==> src/rtl/core/sfpaf_pkg.sv <==
// ----------------------------------------------------------------------------
// sfpaf_pkg
// Types and constants shared by the asset formatter modules.
// ----------------------------------------------------------------------------
package sfpaf_pkg;

  localparam int AMOUNT_W    = 64;
  localparam int PREC_W      = 8;
  localparam int SYMBOL_W    = 56;
  localparam int CHAR_W      = 8;
  localparam int DIGITS      = 20;
  localparam int DIGIT_W     = 4;
  localparam int DIG_IDX_W   = $clog2(DIGITS);
  localparam int SYM_BYTES   = 7;
  localparam int SYM_IDX_W   = 3;
  localparam int BITS_STEP   = 4;
  localparam int STEPS       = AMOUNT_W / BITS_STEP;
  localparam int STEP_CNT_W  = $clog2(STEPS);

  localparam logic [CHAR_W-1:0] CH_NUL   = 8'h00;
  localparam logic [CHAR_W-1:0] CH_A     = 8'h41;
  localparam logic [CHAR_W-1:0] CH_Z     = 8'h5a;
  localparam logic [CHAR_W-1:0] CH_ZERO  = 8'h30;
  localparam logic [CHAR_W-1:0] CH_POINT = 8'h2e;
  localparam logic [CHAR_W-1:0] CH_MINUS = 8'h2d;
  localparam logic [CHAR_W-1:0] CH_SPACE = 8'h20;

  typedef struct packed {
    logic signed [AMOUNT_W-1:0] amount;
    logic [PREC_W-1:0]          precision;
    logic [SYMBOL_W-1:0]        symbol_code;
  } asset_t;

  typedef struct packed {
    logic [CHAR_W-1:0] character;
    logic              last;
    logic              bad_symbol;
  } text_t;

  typedef struct packed {
    logic [DIGITS-1:0][DIGIT_W-1:0] digits;
    logic                           neg;
    logic [PREC_W-1:0]              prec;
    logic [SYMBOL_W-1:0]            sym;
    logic                           bad;
  } conv_job_t;

  typedef enum logic [2:0] {
    E_IDLE,
    E_ERR,
    E_SIGN,
    E_DIGIT,
    E_POINT,
    E_SPACE,
    E_SYM
  } emit_state_t;

endpackage

==> src/rtl/core/sfpaf_bcd_cell.sv <==
// ----------------------------------------------------------------------------
// sfpaf_bcd_cell
// One decimal digit of the shift-and-add-3 converter; takes four bits a cycle
// from its lower neighbor while run is high and passes four bits on to the next digit.
// ----------------------------------------------------------------------------
module sfpaf_bcd_cell (
  input  logic                          clk,
  input  logic                          load,
  input  logic                          run,
  input  logic [sfpaf_pkg::BITS_STEP-1:0] shift_in,
  output logic [sfpaf_pkg::BITS_STEP-1:0] shift_out,
  output logic [sfpaf_pkg::DIGIT_W-1:0]   digit
);

  logic [sfpaf_pkg::DIGIT_W-1:0] digit_next;

  always_comb begin
    logic [sfpaf_pkg::DIGIT_W-1:0] d;
    d = digit;
    shift_out = '0;
    for (int s = 0; s < sfpaf_pkg::BITS_STEP; s++) begin
      if (d >= 4'd5) begin
        d = d + 4'd3;
      end
      shift_out[sfpaf_pkg::BITS_STEP-1-s] = d[sfpaf_pkg::DIGIT_W-1];
      d = {d[sfpaf_pkg::DIGIT_W-2:0], shift_in[sfpaf_pkg::BITS_STEP-1-s]};
    end
    digit_next = d;
  end

  always_ff @(posedge clk) begin
    if (load) begin
      digit <= '0;
    end else if (run) begin
      digit <= digit_next;
    end
  end

endmodule

==> src/rtl/core/sfpaf_converter.sv <==
// ----------------------------------------------------------------------------
// sfpaf_converter
// Takes a request, forms the magnitude and checks the symbol, then shifts the
// magnitude through a row of digit cells four bits a cycle.
// ----------------------------------------------------------------------------
module sfpaf_converter (
  input  logic                 clk,
  input  logic                 rst,
  input  logic                 asset_valid,
  output logic                 asset_stall,
  input  sfpaf_pkg::asset_t    asset,
  output logic                 job_valid,
  input  logic                 job_take,
  output sfpaf_pkg::conv_job_t job
);

  logic                                  running;
  logic                                  done;
  logic [sfpaf_pkg::STEP_CNT_W-1:0]      cnt;
  logic [sfpaf_pkg::AMOUNT_W-1:0]        shift;
  logic                                  neg;
  logic [sfpaf_pkg::PREC_W-1:0]          prec;
  logic [sfpaf_pkg::SYMBOL_W-1:0]        sym;
  logic                                  bad;
  logic                                  accept;
  logic [sfpaf_pkg::AMOUNT_W-1:0]        raw;
  logic [sfpaf_pkg::AMOUNT_W-1:0]        mag_in;
  logic                                  bad_in;
  logic [sfpaf_pkg::BITS_STEP-1:0]       chain [sfpaf_pkg::DIGITS];
  logic [sfpaf_pkg::DIGITS-1:0][sfpaf_pkg::DIGIT_W-1:0] digits;

  assign asset_stall = running | done;
  assign accept      = asset_valid & ~asset_stall;
  assign raw         = asset.amount;
  assign mag_in      = raw[sfpaf_pkg::AMOUNT_W-1] ? (~raw + 64'd1) : raw;

  always_comb begin
    logic [sfpaf_pkg::CHAR_W-1:0] c;
    bad_in = 1'b0;
    for (int k = 0; k < sfpaf_pkg::SYM_BYTES; k++) begin
      c = asset.symbol_code[k*sfpaf_pkg::CHAR_W +: sfpaf_pkg::CHAR_W];
      if (c != sfpaf_pkg::CH_NUL && !(c inside {[sfpaf_pkg::CH_A:sfpaf_pkg::CH_Z]})) begin
        bad_in = 1'b1;
      end
    end
  end

  always_ff @(posedge clk) begin
    if (rst) begin
      running <= 1'b0;
      done    <= 1'b0;
      cnt     <= '0;
    end else begin
      if (accept) begin
        running <= 1'b1;
        cnt     <= '0;
      end else if (running) begin
        cnt <= cnt + 1'b1;
        if (cnt == sfpaf_pkg::STEP_CNT_W'(sfpaf_pkg::STEPS - 1)) begin
          running <= 1'b0;
          done    <= 1'b1;
        end
      end
      if (job_take) begin
        done <= 1'b0;
      end
    end
  end

  always_ff @(posedge clk) begin
    if (accept) begin
      shift <= mag_in;
      neg   <= raw[sfpaf_pkg::AMOUNT_W-1];
      prec  <= asset.precision;
      sym   <= asset.symbol_code;
      bad   <= bad_in;
    end else if (running) begin
      shift <= shift << sfpaf_pkg::BITS_STEP;
    end
  end

  // digit row, least significant digit first
  for (genvar i = 0; i < sfpaf_pkg::DIGITS; i++) begin : g_cell
    logic [sfpaf_pkg::BITS_STEP-1:0] cell_in;
    if (i == 0) begin : g_first
      assign cell_in = shift[sfpaf_pkg::AMOUNT_W-1 -: sfpaf_pkg::BITS_STEP];
    end else begin : g_rest
      assign cell_in = chain[i-1];
    end
    sfpaf_bcd_cell u_cell (
      .clk       (clk),
      .load      (accept),
      .run       (running),
      .shift_in  (cell_in),
      .shift_out (chain[i]),
      .digit     (digits[i])
    );
  end

  assign job_valid  = done;
  assign job.digits = digits;
  assign job.neg    = neg;
  assign job.prec   = prec;
  assign job.sym    = sym;
  assign job.bad    = bad;

endmodule

==> src/rtl/core/sfpaf_emitter.sv <==
// ----------------------------------------------------------------------------
// sfpaf_emitter
// Walks the converted digits and the symbol and sends one character a cycle,
// while text_stall is low, through an output register.
// ----------------------------------------------------------------------------
module sfpaf_emitter (
  input  logic                 clk,
  input  logic                 rst,
  input  logic                 job_valid,
  output logic                 job_take,
  input  sfpaf_pkg::conv_job_t job,
  output logic                 text_valid,
  input  logic                 text_stall,
  output sfpaf_pkg::text_t     text
);

  sfpaf_pkg::emit_state_t state;
  sfpaf_pkg::emit_state_t state_next;
  sfpaf_pkg::emit_state_t start_state;

  logic [sfpaf_pkg::DIGITS-1:0][sfpaf_pkg::DIGIT_W-1:0] digits;
  logic [sfpaf_pkg::PREC_W-1:0]    prec;
  logic [sfpaf_pkg::SYMBOL_W-1:0]  sym;
  logic [sfpaf_pkg::DIG_IDX_W-1:0] dig_idx;
  logic [sfpaf_pkg::DIG_IDX_W-1:0] dig_idx_next;
  logic [sfpaf_pkg::SYM_IDX_W-1:0] sym_idx;
  logic [sfpaf_pkg::SYM_IDX_W-1:0] sym_idx_next;
  logic [sfpaf_pkg::SYM_IDX_W-1:0] sym_idx_p1;
  logic [sfpaf_pkg::DIG_IDX_W-1:0] msd;
  logic [sfpaf_pkg::DIG_IDX_W-1:0] pmin;
  logic [sfpaf_pkg::DIG_IDX_W-1:0] start_idx;
  logic [sfpaf_pkg::CHAR_W-1:0]    sym_cur;
  logic [sfpaf_pkg::CHAR_W-1:0]    sym_nxt;
  logic                            adv;
  sfpaf_pkg::text_t                text_cur;

  assign job_take   = job_valid && (state == sfpaf_pkg::E_IDLE);
  assign adv        = (state != sfpaf_pkg::E_IDLE) && (!text_valid || !text_stall);
  assign sym_idx_p1 = sym_idx + 1'b1;
  assign sym_cur    = sfpaf_pkg::CHAR_W'(sym >> {sym_idx, 3'b000});
  assign sym_nxt    = sfpaf_pkg::CHAR_W'(sym >> {sym_idx_p1, 3'b000});

  // first digit shown: highest nonzero digit or the precision, whichever is higher
  always_comb begin
    msd = '0;
    for (int k = 1; k < sfpaf_pkg::DIGITS; k++) begin
      if (job.digits[k] != '0) begin
        msd = sfpaf_pkg::DIG_IDX_W'(k);
      end
    end
    if (job.prec >= sfpaf_pkg::PREC_W'(sfpaf_pkg::DIGITS - 1)) begin
      pmin = sfpaf_pkg::DIG_IDX_W'(sfpaf_pkg::DIGITS - 1);
    end else begin
      pmin = job.prec[sfpaf_pkg::DIG_IDX_W-1:0];
    end
    start_idx = (msd > pmin) ? msd : pmin;
    if (job.bad) begin
      start_state = sfpaf_pkg::E_ERR;
    end else if (job.neg) begin
      start_state = sfpaf_pkg::E_SIGN;
    end else begin
      start_state = sfpaf_pkg::E_DIGIT;
    end
  end

  // next state
  always_comb begin
    state_next   = state;
    dig_idx_next = dig_idx;
    sym_idx_next = sym_idx;
    case (state)
      sfpaf_pkg::E_ERR: begin
        state_next = sfpaf_pkg::E_IDLE;
      end
      sfpaf_pkg::E_SIGN: begin
        state_next = sfpaf_pkg::E_DIGIT;
      end
      sfpaf_pkg::E_DIGIT: begin
        if (dig_idx == '0) begin
          state_next = sfpaf_pkg::E_SPACE;
        end else begin
          dig_idx_next = dig_idx - 1'b1;
          if (prec == sfpaf_pkg::PREC_W'(dig_idx)) begin
            state_next = sfpaf_pkg::E_POINT;
          end
        end
      end
      sfpaf_pkg::E_POINT: begin
        state_next = sfpaf_pkg::E_DIGIT;
      end
      sfpaf_pkg::E_SPACE: begin
        sym_idx_next = '0;
        state_next   = (sym_cur == sfpaf_pkg::CH_NUL) ? sfpaf_pkg::E_IDLE : sfpaf_pkg::E_SYM;
      end
      sfpaf_pkg::E_SYM: begin
        if (sym_nxt == sfpaf_pkg::CH_NUL) begin
          state_next = sfpaf_pkg::E_IDLE;
        end else begin
          sym_idx_next = sym_idx_p1;
        end
      end
      default: begin
        state_next = sfpaf_pkg::E_IDLE;
      end
    endcase
  end

  // character for the current state
  always_comb begin
    text_cur.character  = sfpaf_pkg::CH_NUL;
    text_cur.last       = 1'b0;
    text_cur.bad_symbol = 1'b0;
    case (state)
      sfpaf_pkg::E_ERR: begin
        text_cur.last       = 1'b1;
        text_cur.bad_symbol = 1'b1;
      end
      sfpaf_pkg::E_SIGN: begin
        text_cur.character = sfpaf_pkg::CH_MINUS;
      end
      sfpaf_pkg::E_DIGIT: begin
        text_cur.character = sfpaf_pkg::CH_ZERO + sfpaf_pkg::CHAR_W'(digits[dig_idx]);
      end
      sfpaf_pkg::E_POINT: begin
        text_cur.character = sfpaf_pkg::CH_POINT;
      end
      sfpaf_pkg::E_SPACE: begin
        text_cur.character = sfpaf_pkg::CH_SPACE;
        text_cur.last      = (sym_cur == sfpaf_pkg::CH_NUL);
      end
      sfpaf_pkg::E_SYM: begin
        text_cur.character = sym_cur;
        text_cur.last      = (sym_nxt == sfpaf_pkg::CH_NUL);
      end
      default: begin
        text_cur.character = sfpaf_pkg::CH_NUL;
      end
    endcase
  end

  always_ff @(posedge clk) begin
    if (rst) begin
      state      <= sfpaf_pkg::E_IDLE;
      text_valid <= 1'b0;
    end else begin
      if (job_take) begin
        state <= start_state;
      end else if (adv) begin
        state <= state_next;
      end
      if (adv) begin
        text_valid <= 1'b1;
      end else if (!text_stall) begin
        text_valid <= 1'b0;
      end
    end
  end

  always_ff @(posedge clk) begin
    if (job_take) begin
      digits  <= job.digits;
      prec    <= job.prec;
      sym     <= job.sym;
      dig_idx <= start_idx;
      sym_idx <= '0;
    end else if (adv) begin
      dig_idx <= dig_idx_next;
      sym_idx <= sym_idx_next;
    end
    if (adv) begin
      text <= text_cur;
    end
  end

endmodule

==> src/rtl/core/signed_fixed_point_asset_formatter.sv <==
// ----------------------------------------------------------------------------
// signed_fixed_point_asset_formatter
// Formats a signed fixed-point amount and its symbol as ASCII text, one
// character per result.
// ----------------------------------------------------------------------------
// path: a request that is taken goes through the digit row at four bits a cycle,
//   one handoff to the character stream and one output register
// throughput: one character a cycle while text_stall is low; a new request is
//   taken once the last one has left the digit row for the character stream
// reset: clears control only; no stored data survives between requests
module signed_fixed_point_asset_formatter (
  input  logic              clk,
  input  logic              rst,
  input  logic              asset_valid,
  output logic              asset_stall,
  input  sfpaf_pkg::asset_t asset,
  output logic              text_valid,
  input  logic              text_stall,
  output sfpaf_pkg::text_t  text
);

  logic                 job_valid;
  logic                 job_take;
  sfpaf_pkg::conv_job_t job;

  sfpaf_converter u_converter (
    .clk         (clk),
    .rst         (rst),
    .asset_valid (asset_valid),
    .asset_stall (asset_stall),
    .asset       (asset),
    .job_valid   (job_valid),
    .job_take    (job_take),
    .job         (job)
  );

  sfpaf_emitter u_emitter (
    .clk        (clk),
    .rst        (rst),
    .job_valid  (job_valid),
    .job_take   (job_take),
    .job        (job),
    .text_valid (text_valid),
    .text_stall (text_stall),
    .text       (text)
  );

endmodule
==> config.mk <==
export PLATFORM = sky130hd
export DESIGN_NAME = signed_fixed_point_asset_formatter
export DESIGN_NICKNAME = d
export VERILOG_FILES = /design/src/rtl/core/sfpaf_pkg.sv /design/src/rtl/core/sfpaf_bcd_cell.sv /design/src/rtl/core/sfpaf_converter.sv /design/src/rtl/core/sfpaf_emitter.sv /design/src/rtl/core/signed_fixed_point_asset_formatter.sv
export SDC_FILE = /design/constraint.sdc
export NUM_CORES = 1
export LEC_CHECK = 0
export ABC_CLOCK_PERIOD_IN_PS = 10700
export BUFFER_PORTS_ARGS = -buffer_cell sky130_fd_sc_hd__buf_4
export CAP_MARGIN = 5
export CELL_PAD_IN_SITES_DETAIL_PLACEMENT = 1
export CELL_PAD_IN_SITES_GLOBAL_PLACEMENT = 1
export CORE_ASPECT_RATIO = 2
export CORE_MARGIN = 1.5
export CORE_UTILIZATION = 53
export CTS_CLUSTER_SIZE = 25
export DETAILED_ROUTE_END_ITERATION = 8
export PLACE_DENSITY_LB_ADDON = 0.08
export SYNTH_ARGS = -nofsm -noshare
export SYNTH_HDL_FRONTEND = slang
export SYNTH_SLANG_ARGS = --single-unit
==> constraint.sdc <==
create_clock -name clk -period 10.7 [get_ports clk]
set_input_delay 1.07 -clock clk [delete_from_list [all_inputs] [get_ports clk]]
set_output_delay 1.07 -clock clk [all_outputs]
set_load 0.05 [all_outputs]
Yosys cells after proc, flatten, opt, wreduce, memory -nomap -nowiden:

Index checks and enable logic that the tools add are counted.

* register bits after elaboration: 382

* add/subtract/negate cells: 85
* order comparisons: 97
* equality and inequality tests: 13
* shift operators: 2
* multiplexer cells: 130
* bitwise logic cells: 5
* reductions and logical operators: 69

Operators with widths (count)
* two-way mux 4 bit: 85
* >= comparator 4 x 3 -> 1 bit (second input constant): 80
* adder 4 x 2 -> 4 bit (second input constant): 76
* two-way mux 64 bit: 3
* right shift 56 x 6 -> 8 bit: 2
* nonzero test 4 bit: 19
* adder 64 x 1 -> 64 bit (second input constant): 1
* inverter 64 bit: 1
* >= comparator 8 x 7 -> 1 bit (second input constant): 7
* less-or-equal comparator 8 x 7 -> 1 bit (second input constant): 7
* nonzero test 8 bit: 7
* two-way mux 5 bit: 10
* two-way mux 3 bit: 16
* case mux 8 bit (5 select lines): 1
* binary-select mux 4 bit (select 5 bit): 1
* logical AND 1 bit: 16
* logical NOT 8 bit: 2
* adder 3 x 2 -> 3 bit (second input constant): 4
* case mux 3 bit (4 select lines): 1
* AND reduction 3 bit: 4
* == test 3 bit (second input constant): 3
* logical NOT 1 bit: 9
* two-way mux 1 bit: 9
* == test 8 x 5 -> 1 bit: 1
* 27 further kinds: 36

Logic depth before layout (Yosys ltp):

Gate-level depths: netlist (run 1).

* depth in word-level cells: 23
* depth in mapped cells: 24
* gate-level depth less buffers: 24

Modules after synthesis:

From an unflattened synthesis (run 1), not the netlist that was laid out.

* cells, all modules: 2745
* area, all modules: 27756.6 µm²

Modules (own cells, without submodules)
* sfpaf_bcd_cell: times used 20, cells an instance 84, area each 683.2 µm², seq. area each 80.1 µm²
* sfpaf_emitter: times used 1, cells an instance 484, area each 7398.3 µm², seq. area each 4914.7 µm²
* sfpaf_converter: times used 1, cells an instance 581, area each 6695.2 µm², seq. area each 4023.9 µm²

Worst setup path before layout (run 1):

Ideal clock, no wire load.

* path kind: register -> register
* from: register u_emitter.state[0]
* to: register u_emitter.dig_idx[0] in the netlist's numbering, data pin
* data arrival time: 5846 ps
* setup slack: 4602 ps
* cell stages (with the launch flop): 8
* buffers on the path: 2
* period minus slack after synthesis: 6098 ps
* path through: dfxtp_1 -> clkbuf_1 -> nor3_1 -> nand2_1 -> inv_1 -> clkbuf_1 -> o21ai_0 -> o22ai_1

* word-level cells in the longest chain between the ends: 3

RTL lines
* start, declared: line sfpaf_emitter.sv:17 `sfpaf_pkg::emit_state_t state;`
* start signal, assigned: line sfpaf_emitter.sv:143 `state <= sfpaf_pkg::E_IDLE;`
* start signal, assigned: line sfpaf_emitter.sv:147 `state <= start_state;`
* start signal, assigned: line sfpaf_emitter.sv:149 `state <= state_next;`
* logical NOT 3 bit: line sfpaf_emitter.sv:37 `assign job_take = job_valid && (state == sfpaf_pkg::E_IDLE);`
* logical AND 1 bit: line sfpaf_emitter.sv:37
* via job_take: line signed_fixed_point_asset_formatter.sv:23 `logic job_take;`
* two-way mux 5 bit: line sfpaf_emitter.sv:160 `if (job_take) begin`
* end signal, assigned: line sfpaf_emitter.sv:164 `dig_idx <= start_idx;`
* end signal, assigned: line sfpaf_emitter.sv:167 `dig_idx <= dig_idx_next;`
* end, declared: line sfpaf_emitter.sv:24 `logic [sfpaf_pkg::DIG_IDX_W-1:0] dig_idx;`

The timed path passes the listed nets, and every way through them passes these cells.
A chain may end at the register's enable or synchronous reset.

Worst setup path after layout (run 1):

* from: register u_converter.g_cell[12].u_cell.digit[0] in the netlist's numbering
* to: register u_converter.g_cell[12].u_cell.digit[1] in the netlist's numbering

* word-level cells in the longest chain between the ends: 8
* elaborated cells between the ends (all ways): 11
* those cells by class: add/sub: 3; order compare: 4; mux: 4

RTL lines
* start, declared: line sfpaf_bcd_cell.sv:12 `output logic [sfpaf_pkg::DIGIT_W-1:0] digit`
* start signal, assigned: line sfpaf_bcd_cell.sv:35 `digit <= digit_next;`
* adder 4 x 2 -> 4 bit / >= comparator 4 x 3 -> 1 bit (equally long branches): line sfpaf_bcd_cell.sv:23, sfpaf_bcd_cell.sv:22
* two-way mux 4 bit *: line sfpaf_bcd_cell.sv:22 `if (d >= 4'd5) begin`
* adder 4 x 2 -> 4 bit / >= comparator 4 x 3 -> 1 bit (equally long branches): line sfpaf_bcd_cell.sv:23, sfpaf_bcd_cell.sv:22
* two-way mux 4 bit *: line sfpaf_bcd_cell.sv:22
* adder 4 x 2 -> 4 bit / >= comparator 4 x 3 -> 1 bit (equally long branches): line sfpaf_bcd_cell.sv:23, sfpaf_bcd_cell.sv:22
* two-way mux 4 bit *: line sfpaf_bcd_cell.sv:22
* >= comparator 4 x 3 -> 1 bit *: line sfpaf_bcd_cell.sv:22
* two-way mux 4 bit *: line sfpaf_bcd_cell.sv:22

Every way passes the cells marked *; elsewhere a longest branch is shown, timed or not.

==> results.md, run 1 <==
* Horiz. Die Dim at around 160 um
* Top fanout value on the critical path at 8
* Seq cells post-synth at 382
* Share of layout cells above drive strength 1 at 0.1266
* Post-synth cell types at 87
* Placeable core region at 46660 um^2
* Num rows at 112
* Register area share after synthesis at 0.4209
* Setup Fix Bufs, Post-CTS at 0
* Number of flops mapped to enable cells by yosys at roughly 290
* IO Pins at 144
* Vias in the first global route at 21830
* Top_reg_cell synth: edfxtp_1
* Beginning of the critical path: u_converter.g_cell[12].u_cell.digit[0]
* Fin. max-slew vios at 0
* H-Tree Level Count at 2
* Total wire length at 75.21 mm
* Post-CTS resize count at 0
* Synth area leader: edfxtp_1
* Setup CP Type: reg -> reg
* Area grow syn2layout at 11.45%
* Mapped cell area at 25040 um^2
* Die area at 48640 um^2
* Inserted Clock Buffers at 37
* Final setup fails at 0
* Post-route ant nets at 0
* RSZ-0062 raised after global routing: false
* Via count at between 15000 and 20000
* Hold_sp: u_converter.sym[26]
* Most frequent cell after synthesis: edfxtp_1
* DP HPWL at 57.13 mm
* Max-slew headroom at 0.2054
* Hold Vio Cnt, Final at 0
* Initial drt markers at around 1000
* WL/cell at 23.02 um
* Worst Hold Class: reg -> reg
* F_max at 185.6 MHz
* Routability-driven placement congestion ratio at 0.8618
* Routed vias/inst at about 6.1
* DRC Markers at 0
* Pre-antenna DRT Iters at 5
* Clk root buf: clkbuf_16
* Worst-Margin Slew at roughly 1.2 ns
* GRT Total Usage at 0.3115
* Startpoint class of the critical path: register
* Clock buffer depth at 3
* CP Data Required Time at 11.11 ns
* Worst r2r src: u_converter.g_cell[12].u_cell.digit[0]
* Post-Synthesis Cells at 2496
* Total grt overflow at 0
* Worst Path Arrival at 5.80 ns
* CP endpoint kind: register
* Worst Clk Skew at about 0.026 ns
* CTS tree: built
* Nets@finish at 2917
* Max-cap violation count at 0
* Synthesis Warnings at 0
* Final min period at 5.387 ns
* Final worst path period share at 0.5035
* Hold buffers post-CTS at 0
* Outcome: complete, no violations
* Yosys top cell area share at 0.3466
* Largest cells by area after synthesis: edfxtp_1 35%, ha_1 8.7%, dfxtp_1 7.4%, mux2i_1 4.5%, o21ai_0 3.5%
* Die Ht at just over 300 um
* Most frequent cells after synthesis: 289 x edfxtp_1, 197 x nand2_1, 190 x inv_1, 175 x o21ai_0, 174 x ha_1
* First-pass GRT wire length at 116.2 mm
* Worst-skew pair later-pin latency at 0.55 ns
* Largest net degree at the start of global routing at 102
* Initial antenna violation count at 2
* Clk sinks at 382
* Port bufs at 143
* Synthesized area per cell at ~10 um^2
* Syn nets at 2802
* Clk slew on worst S/H paths at 0.07 ns
* Asr flop ratio synth at 0
* Initial core utilization at 0.5366
* Total negative slack at 0 ns
* Number of fill cells at 5202
## worst max-delay path, cell delays in order, from the launching register on
cell and delay [ns]:
dfxtp_1 0.41, inv_1 0.09, ha_1 0.32, nand2b_1 0.13
a21oi_1 0.12, xnor2_1 0.41, ha_1 0.30, nand2b_1 0.14
a2bb2o_1 0.27, a22oi_1 0.31, nand2_1 0.12, xnor2_1 0.40
inv_1 0.13, ha_1 0.21, nand2b_1 0.17, o21a_1 0.14
o21ai_0 0.29, and2_1 0.25, ha_1 0.16, nand2b_1 0.12
nand4_1 0.16, and3_1 0.28, xnor2_1 0.23, a21oi_1 0.10
## state kept, by name, indices dropped and copies added, names as in the netlist
signal,cells
u_converter.job_valid,1
u_emitter.text_valid,1
u_converter.cnt,4
u_emitter.digits,80
u_converter.sym,56
u_converter.prec,8
u_emitter.text,10
u_converter.neg,1
u_emitter.dig_idx,5
u_emitter.sym_idx,3
u_converter.running,1
u_emitter.state,3
u_converter.g_cell.u_cell.digit,80
u_converter.bad,1
u_emitter.sym,56
u_converter.shift,64
u_emitter.prec,8
## layout make-up
cell class,instances,area [um^2],area share
Multi-Input combinational cell,1841,13480,0.4829
Sequential cell,382,10540,0.3777
Timing Repair Buffer,157,1179,0.04223
Clock buffer,46,991.0,0.03551
Tap cell,627,784.5,0.02811
Inverter,192,728.2,0.02609
Clock inverter,20,201.4,0.007218
Antenna cell,2,5.005,0.0001793
## routing by layer
layer  part of all wire  vias to the layer above  track usage
li1                   -                     9362            -
met1               0.33                     9894       0.2729
met2               0.57                      451       0.6356
met3              0.033                      233      0.03691
met4              0.075                        0       0.2146
met5                  0                        -            0
## layout by cell type (no fill, tap or decap), drive strengths merged, types with 37 or more instances in the layout
master,count
a21oi,143
buf,157
clkbuf,46
dfxtp,93
edfxtp,289
ha,174
inv,190
mux2,54
mux2i,112
nand2,197
nand2b,82
nand3,37
nor2,154
nor2b,49
nor3b,39
o211ai,50
o21ai,186
xnor2,74
xor2,77
## through the flow
step,setup WS [ns],instance area (um^2),util,std cells,hold slack [ns]
3_3_place_gp,5.710,26710,0.5723,3199,0.4008
3_5_place_dp,5.446,26710,0.5723,3199,0.4052
6_report,5.313,27910,0.5980,3267,0.4195
2_1_floorplan,4.602,25040,-,2496,0.4003
5_1_grt,4.956,27910,0.5980,3267,0.4267
4_1_cts,5.404,27900,0.5979,3265,0.4203
## logic make-up (layout without fill, tap and decap cells)
logic type | Yosys count | count (layout) | share of synthesized area
muxes | 195 | 195 | 0.09514
AOI/OAI and AO/OA | 631 | 631 | 0.1614
xor gates and xnor gates | 151 | 151 | 0.05282
other | 0 | 2 | 0
buffers and inverters | 273 | 415 | 0.04128
adders and majority gates | 174 | 174 | 0.08695
DFF | 382 | 382 | 0.4209
and+or+nand+nor | 690 | 690 | 0.1415
## final timing paths
path	to	slack [ns]	depth (start not counted)
max	u_converter.g_cell[12].u_cell.digit[1]	5.31	23
min	u_emitter.sym[26]	0.42	0
max reg2reg	u_converter.g_cell[12].u_cell.digit[1]	5.31	23
min reg2reg	u_emitter.sym[26]	0.42	0
Power of run 1 is left out: the tool's default activity adds up to more than one toggle a clock period on the data nets, which glitch-free logic cannot reach.
==> run 2, diff against run 1 <==
Settings changed: ABC_CLOCK_PERIOD_IN_PS 10700 to 5600, CORE_UTILIZATION 53 to 49.
Clock period 10.7 ns to 5.6 ns, I/O delays scaled along.
==> results.md, run 2 (synthesis gave the netlist of run 1 again) <==
* Non-filler cells in the finished layout at 3299 (was 3267)
* Routability-driven placement congestion ratio at 0.9028 (was 0.8618)
* Post-route design area at 27960 um^2 (was 27910 um^2)
* Placeable core region at 50650 um^2 (was 46660 um^2)
* Nets@finish at 2919 (was 2917)
* Worst-Margin Slew at 1.470 ns (was 1.181 ns)
* Max-slew headroom at 0.01078 (was 0.2054)
* Post-route ant nets at 0 (unchanged)
* Cell depth of the worst flop-to-flop path at 22 (was 23)
* F_max at 191.5 MHz (was 185.6 MHz)
* Inserted Clock Buffers at 36 (was 37)
* CP endpoint kind: register (unchanged)
* Pre-antenna DRT Iters at 5 (unchanged)
* Die Ht at 322.7 um (was 310.4 um)
* CP Data Required Time at 6.07 ns (was 11.11 ns)
* Worst Clk Skew at 0.01909 ns (was 0.02580 ns)
* H-Tree Level Count at 2 (unchanged)
* Total negative slack at 0 ns (unchanged)
* GRT Total Usage at 0.2941 (was 0.3115)
* Via count at 19804 (was 19940)
* DP HPWL at 59.50 mm (was 57.13 mm)
* Clk root buf: clkbuf_16 (unchanged)
* Num rows at 117 (was 112)
* DRC Markers at 0 (unchanged)
* Initial core utilization at 0.4943 (was 0.5366)
* Routed vias/inst at 6.003 (was 6.103)
* Worst Path Arrival at 5.69 ns (was 5.80 ns)
* Outcome: complete, but fails checks (was complete, no violations)
* Setup Fix Bufs, Post-CTS at 0 (unchanged)
* Placed cell count at 3229 (was 3199)
* Total grt overflow at 0 (unchanged)
* Share of layout cells above drive strength 1 at 0.1299 (was 0.1266)
* Initial drt markers at 912 (was 1045)
* Max-cap violation count at 1 (was 0)
* Setup WS pre-CTS at 0.3538 ns (was 5.446 ns)
* Fin. max-slew vios at 0 (unchanged)
* Final setup margin at 0.3788 ns (was 5.313 ns)
* Area grow syn2layout at 11.67% (was 11.45%)
* Area of the multi-input gates at 13510 um^2 (was 13480 um^2)
* IO Pins at 144 (unchanged)
* Top flop regs: u_converter.g_cell.u_cell.digit (80), u_emitter.digits (80), u_converter.shift (64) (unchanged)
* Clk sinks at 382 (unchanged)
* Final setup fails at 0 (unchanged)
* Initial antenna violation count at 4 (was 2)
* WHS Path Cells at 1 (was 0)
* Worst Hold Class: in -> reg (was reg -> reg)
* Clock buffer depth at 3 (unchanged)
* CTS tree: built (unchanged)
* Number of fill cells at 5684 (was 5202)
* Worst-skew pair later-pin latency at 0.57 ns (was 0.55 ns)
* Hold Vio Cnt, Final at 0 (unchanged)
* Commonest non-fill, non-tap cell in the layout: edfxtp_1 (unchanged)
* Most frequent cells in the layout: 289 x edfxtp_1, 196 x nand2_1, 187 x inv_1 (unchanged)
* Vias in the first global route at 21554 (was 21830)
* Port bufs at 143 (unchanged)
* Die area at 52550 um^2 (was 48640 um^2)
* WL/cell at 23.27 um (was 23.02 um)
* Clk slew on worst S/H paths at 0.06 ns (was 0.07 ns)
* Largest net degree at the start of global routing at 118 (was 102)
* Top fanout value on the critical path at 9 (was 8)
* First-pass GRT wire length at 117.8 mm (was 116.2 mm)
* Final min period at 5.221 ns (was 5.387 ns)
* Setup CP Type: reg -> reg (unchanged)
* FF/Latch Area at 10540 um^2 (unchanged)
* Startpoint class of the critical path: register (unchanged)
* Failing checks: capacitance limit
* Placement Cell Area at 26780 um^2 (was 26710 um^2)
* Horiz. Die Dim at 162.8 um (was 156.7 um)
* Final worst path period share at 0.9324 (was 0.5035)
* Total wire length at 76.78 mm (was 75.21 mm)
==> run 2: cell count changes in the layout (fill, tap and decap cells not counted), sizes merged <==
cell,previous run,this run
clkinv,16,13
bufinv,3,1
clkinvlp,3,1
diode,2,4
inv,190,192
buf,157,160
clkbuf,46,51
==> run 2: worst max-delay path, cell delays in order (launching register included) <==
cell and delay [ns]:
dfxtp_1 0.39, inv_1 0.10, ha_1 0.23, nor2b_1 0.31, a2bb2oi_1 0.32, and2_1 0.23, inv_1 0.09, ha_1 0.23
nor2b_1 0.18, or4_1 0.50, nand2_1 0.15, inv_1 0.07, ha_1 0.20, inv_1 0.09, o21ai_0 0.10, mux2i_2 0.37
inv_1 0.16, ha_1 0.25, nor2b_1 0.15, a2111oi_0 0.43, a311oi_1 0.16, and2_1 0.20, o32ai_1 0.22
==> run 2: per-stage QoR <==
| step | utilization | hold WS, ns |
|---|---|---|
| global placement | 0.5287 | 0.4005 |
| global route | 0.5520 | 0.1719 |
| CTS | 0.5512 | 0.1586 |
| floorplan | - | 0.4003 |
| finish | 0.5520 | 0.1772 |
| detailed placement | 0.5287 | 0.4052 |
==> run 2: layout make-up <==
class	instances	share of cell area
Tap cell	654	0.02927
Inverter	192	0.02604
Antenna cell	4	0.0003580
Multi-Input combinational cell	1841	0.4831
Clock inverter	15	0.004027
Sequential cell	382	0.3770
Clock buffer	51	0.03678
Timing Repair Buffer	160	0.04341
==> run 2: final timing paths <==
check	start	slack, ns	to
min reg2reg	u_converter.sym[15]	0.42	u_emitter.sym[15]
max reg2reg	u_converter.g_cell[13].u_cell.digit[0]	0.38	u_converter.g_cell[15].u_cell.digit[2]
min	asset[63]	0.18	u_converter.prec[7]
max	u_converter.g_cell[13].u_cell.digit[0]	0.38	u_converter.g_cell[15].u_cell.digit[2]
==> run 2: what timing repair did <==
item,CTS,global route
endpoints found under the hold margin,0,0
resized for setup,0,6
hold buffers,0,0
endpoints found under the setup margin,0,7
==> run 2: per-layer routing <==
| layer | routed length (um) | vias up | track usage | part of all wire |
|---|---|---|---|---|
| li1 | - | 9370 | - | - |
| met3 | 2074 | 200 | 0.02636 | 0.027 |
| met1 | 24490 | 9794 | 0.2569 | 0.32 |
| met5 | 0 | - | 0 | 0 |
| met2 | 44650 | 440 | 0.6081 | 0.58 |
| met4 | 5568 | 0 | 0.1965 | 0.073 |
Power of run 2 is left out for the same reason.
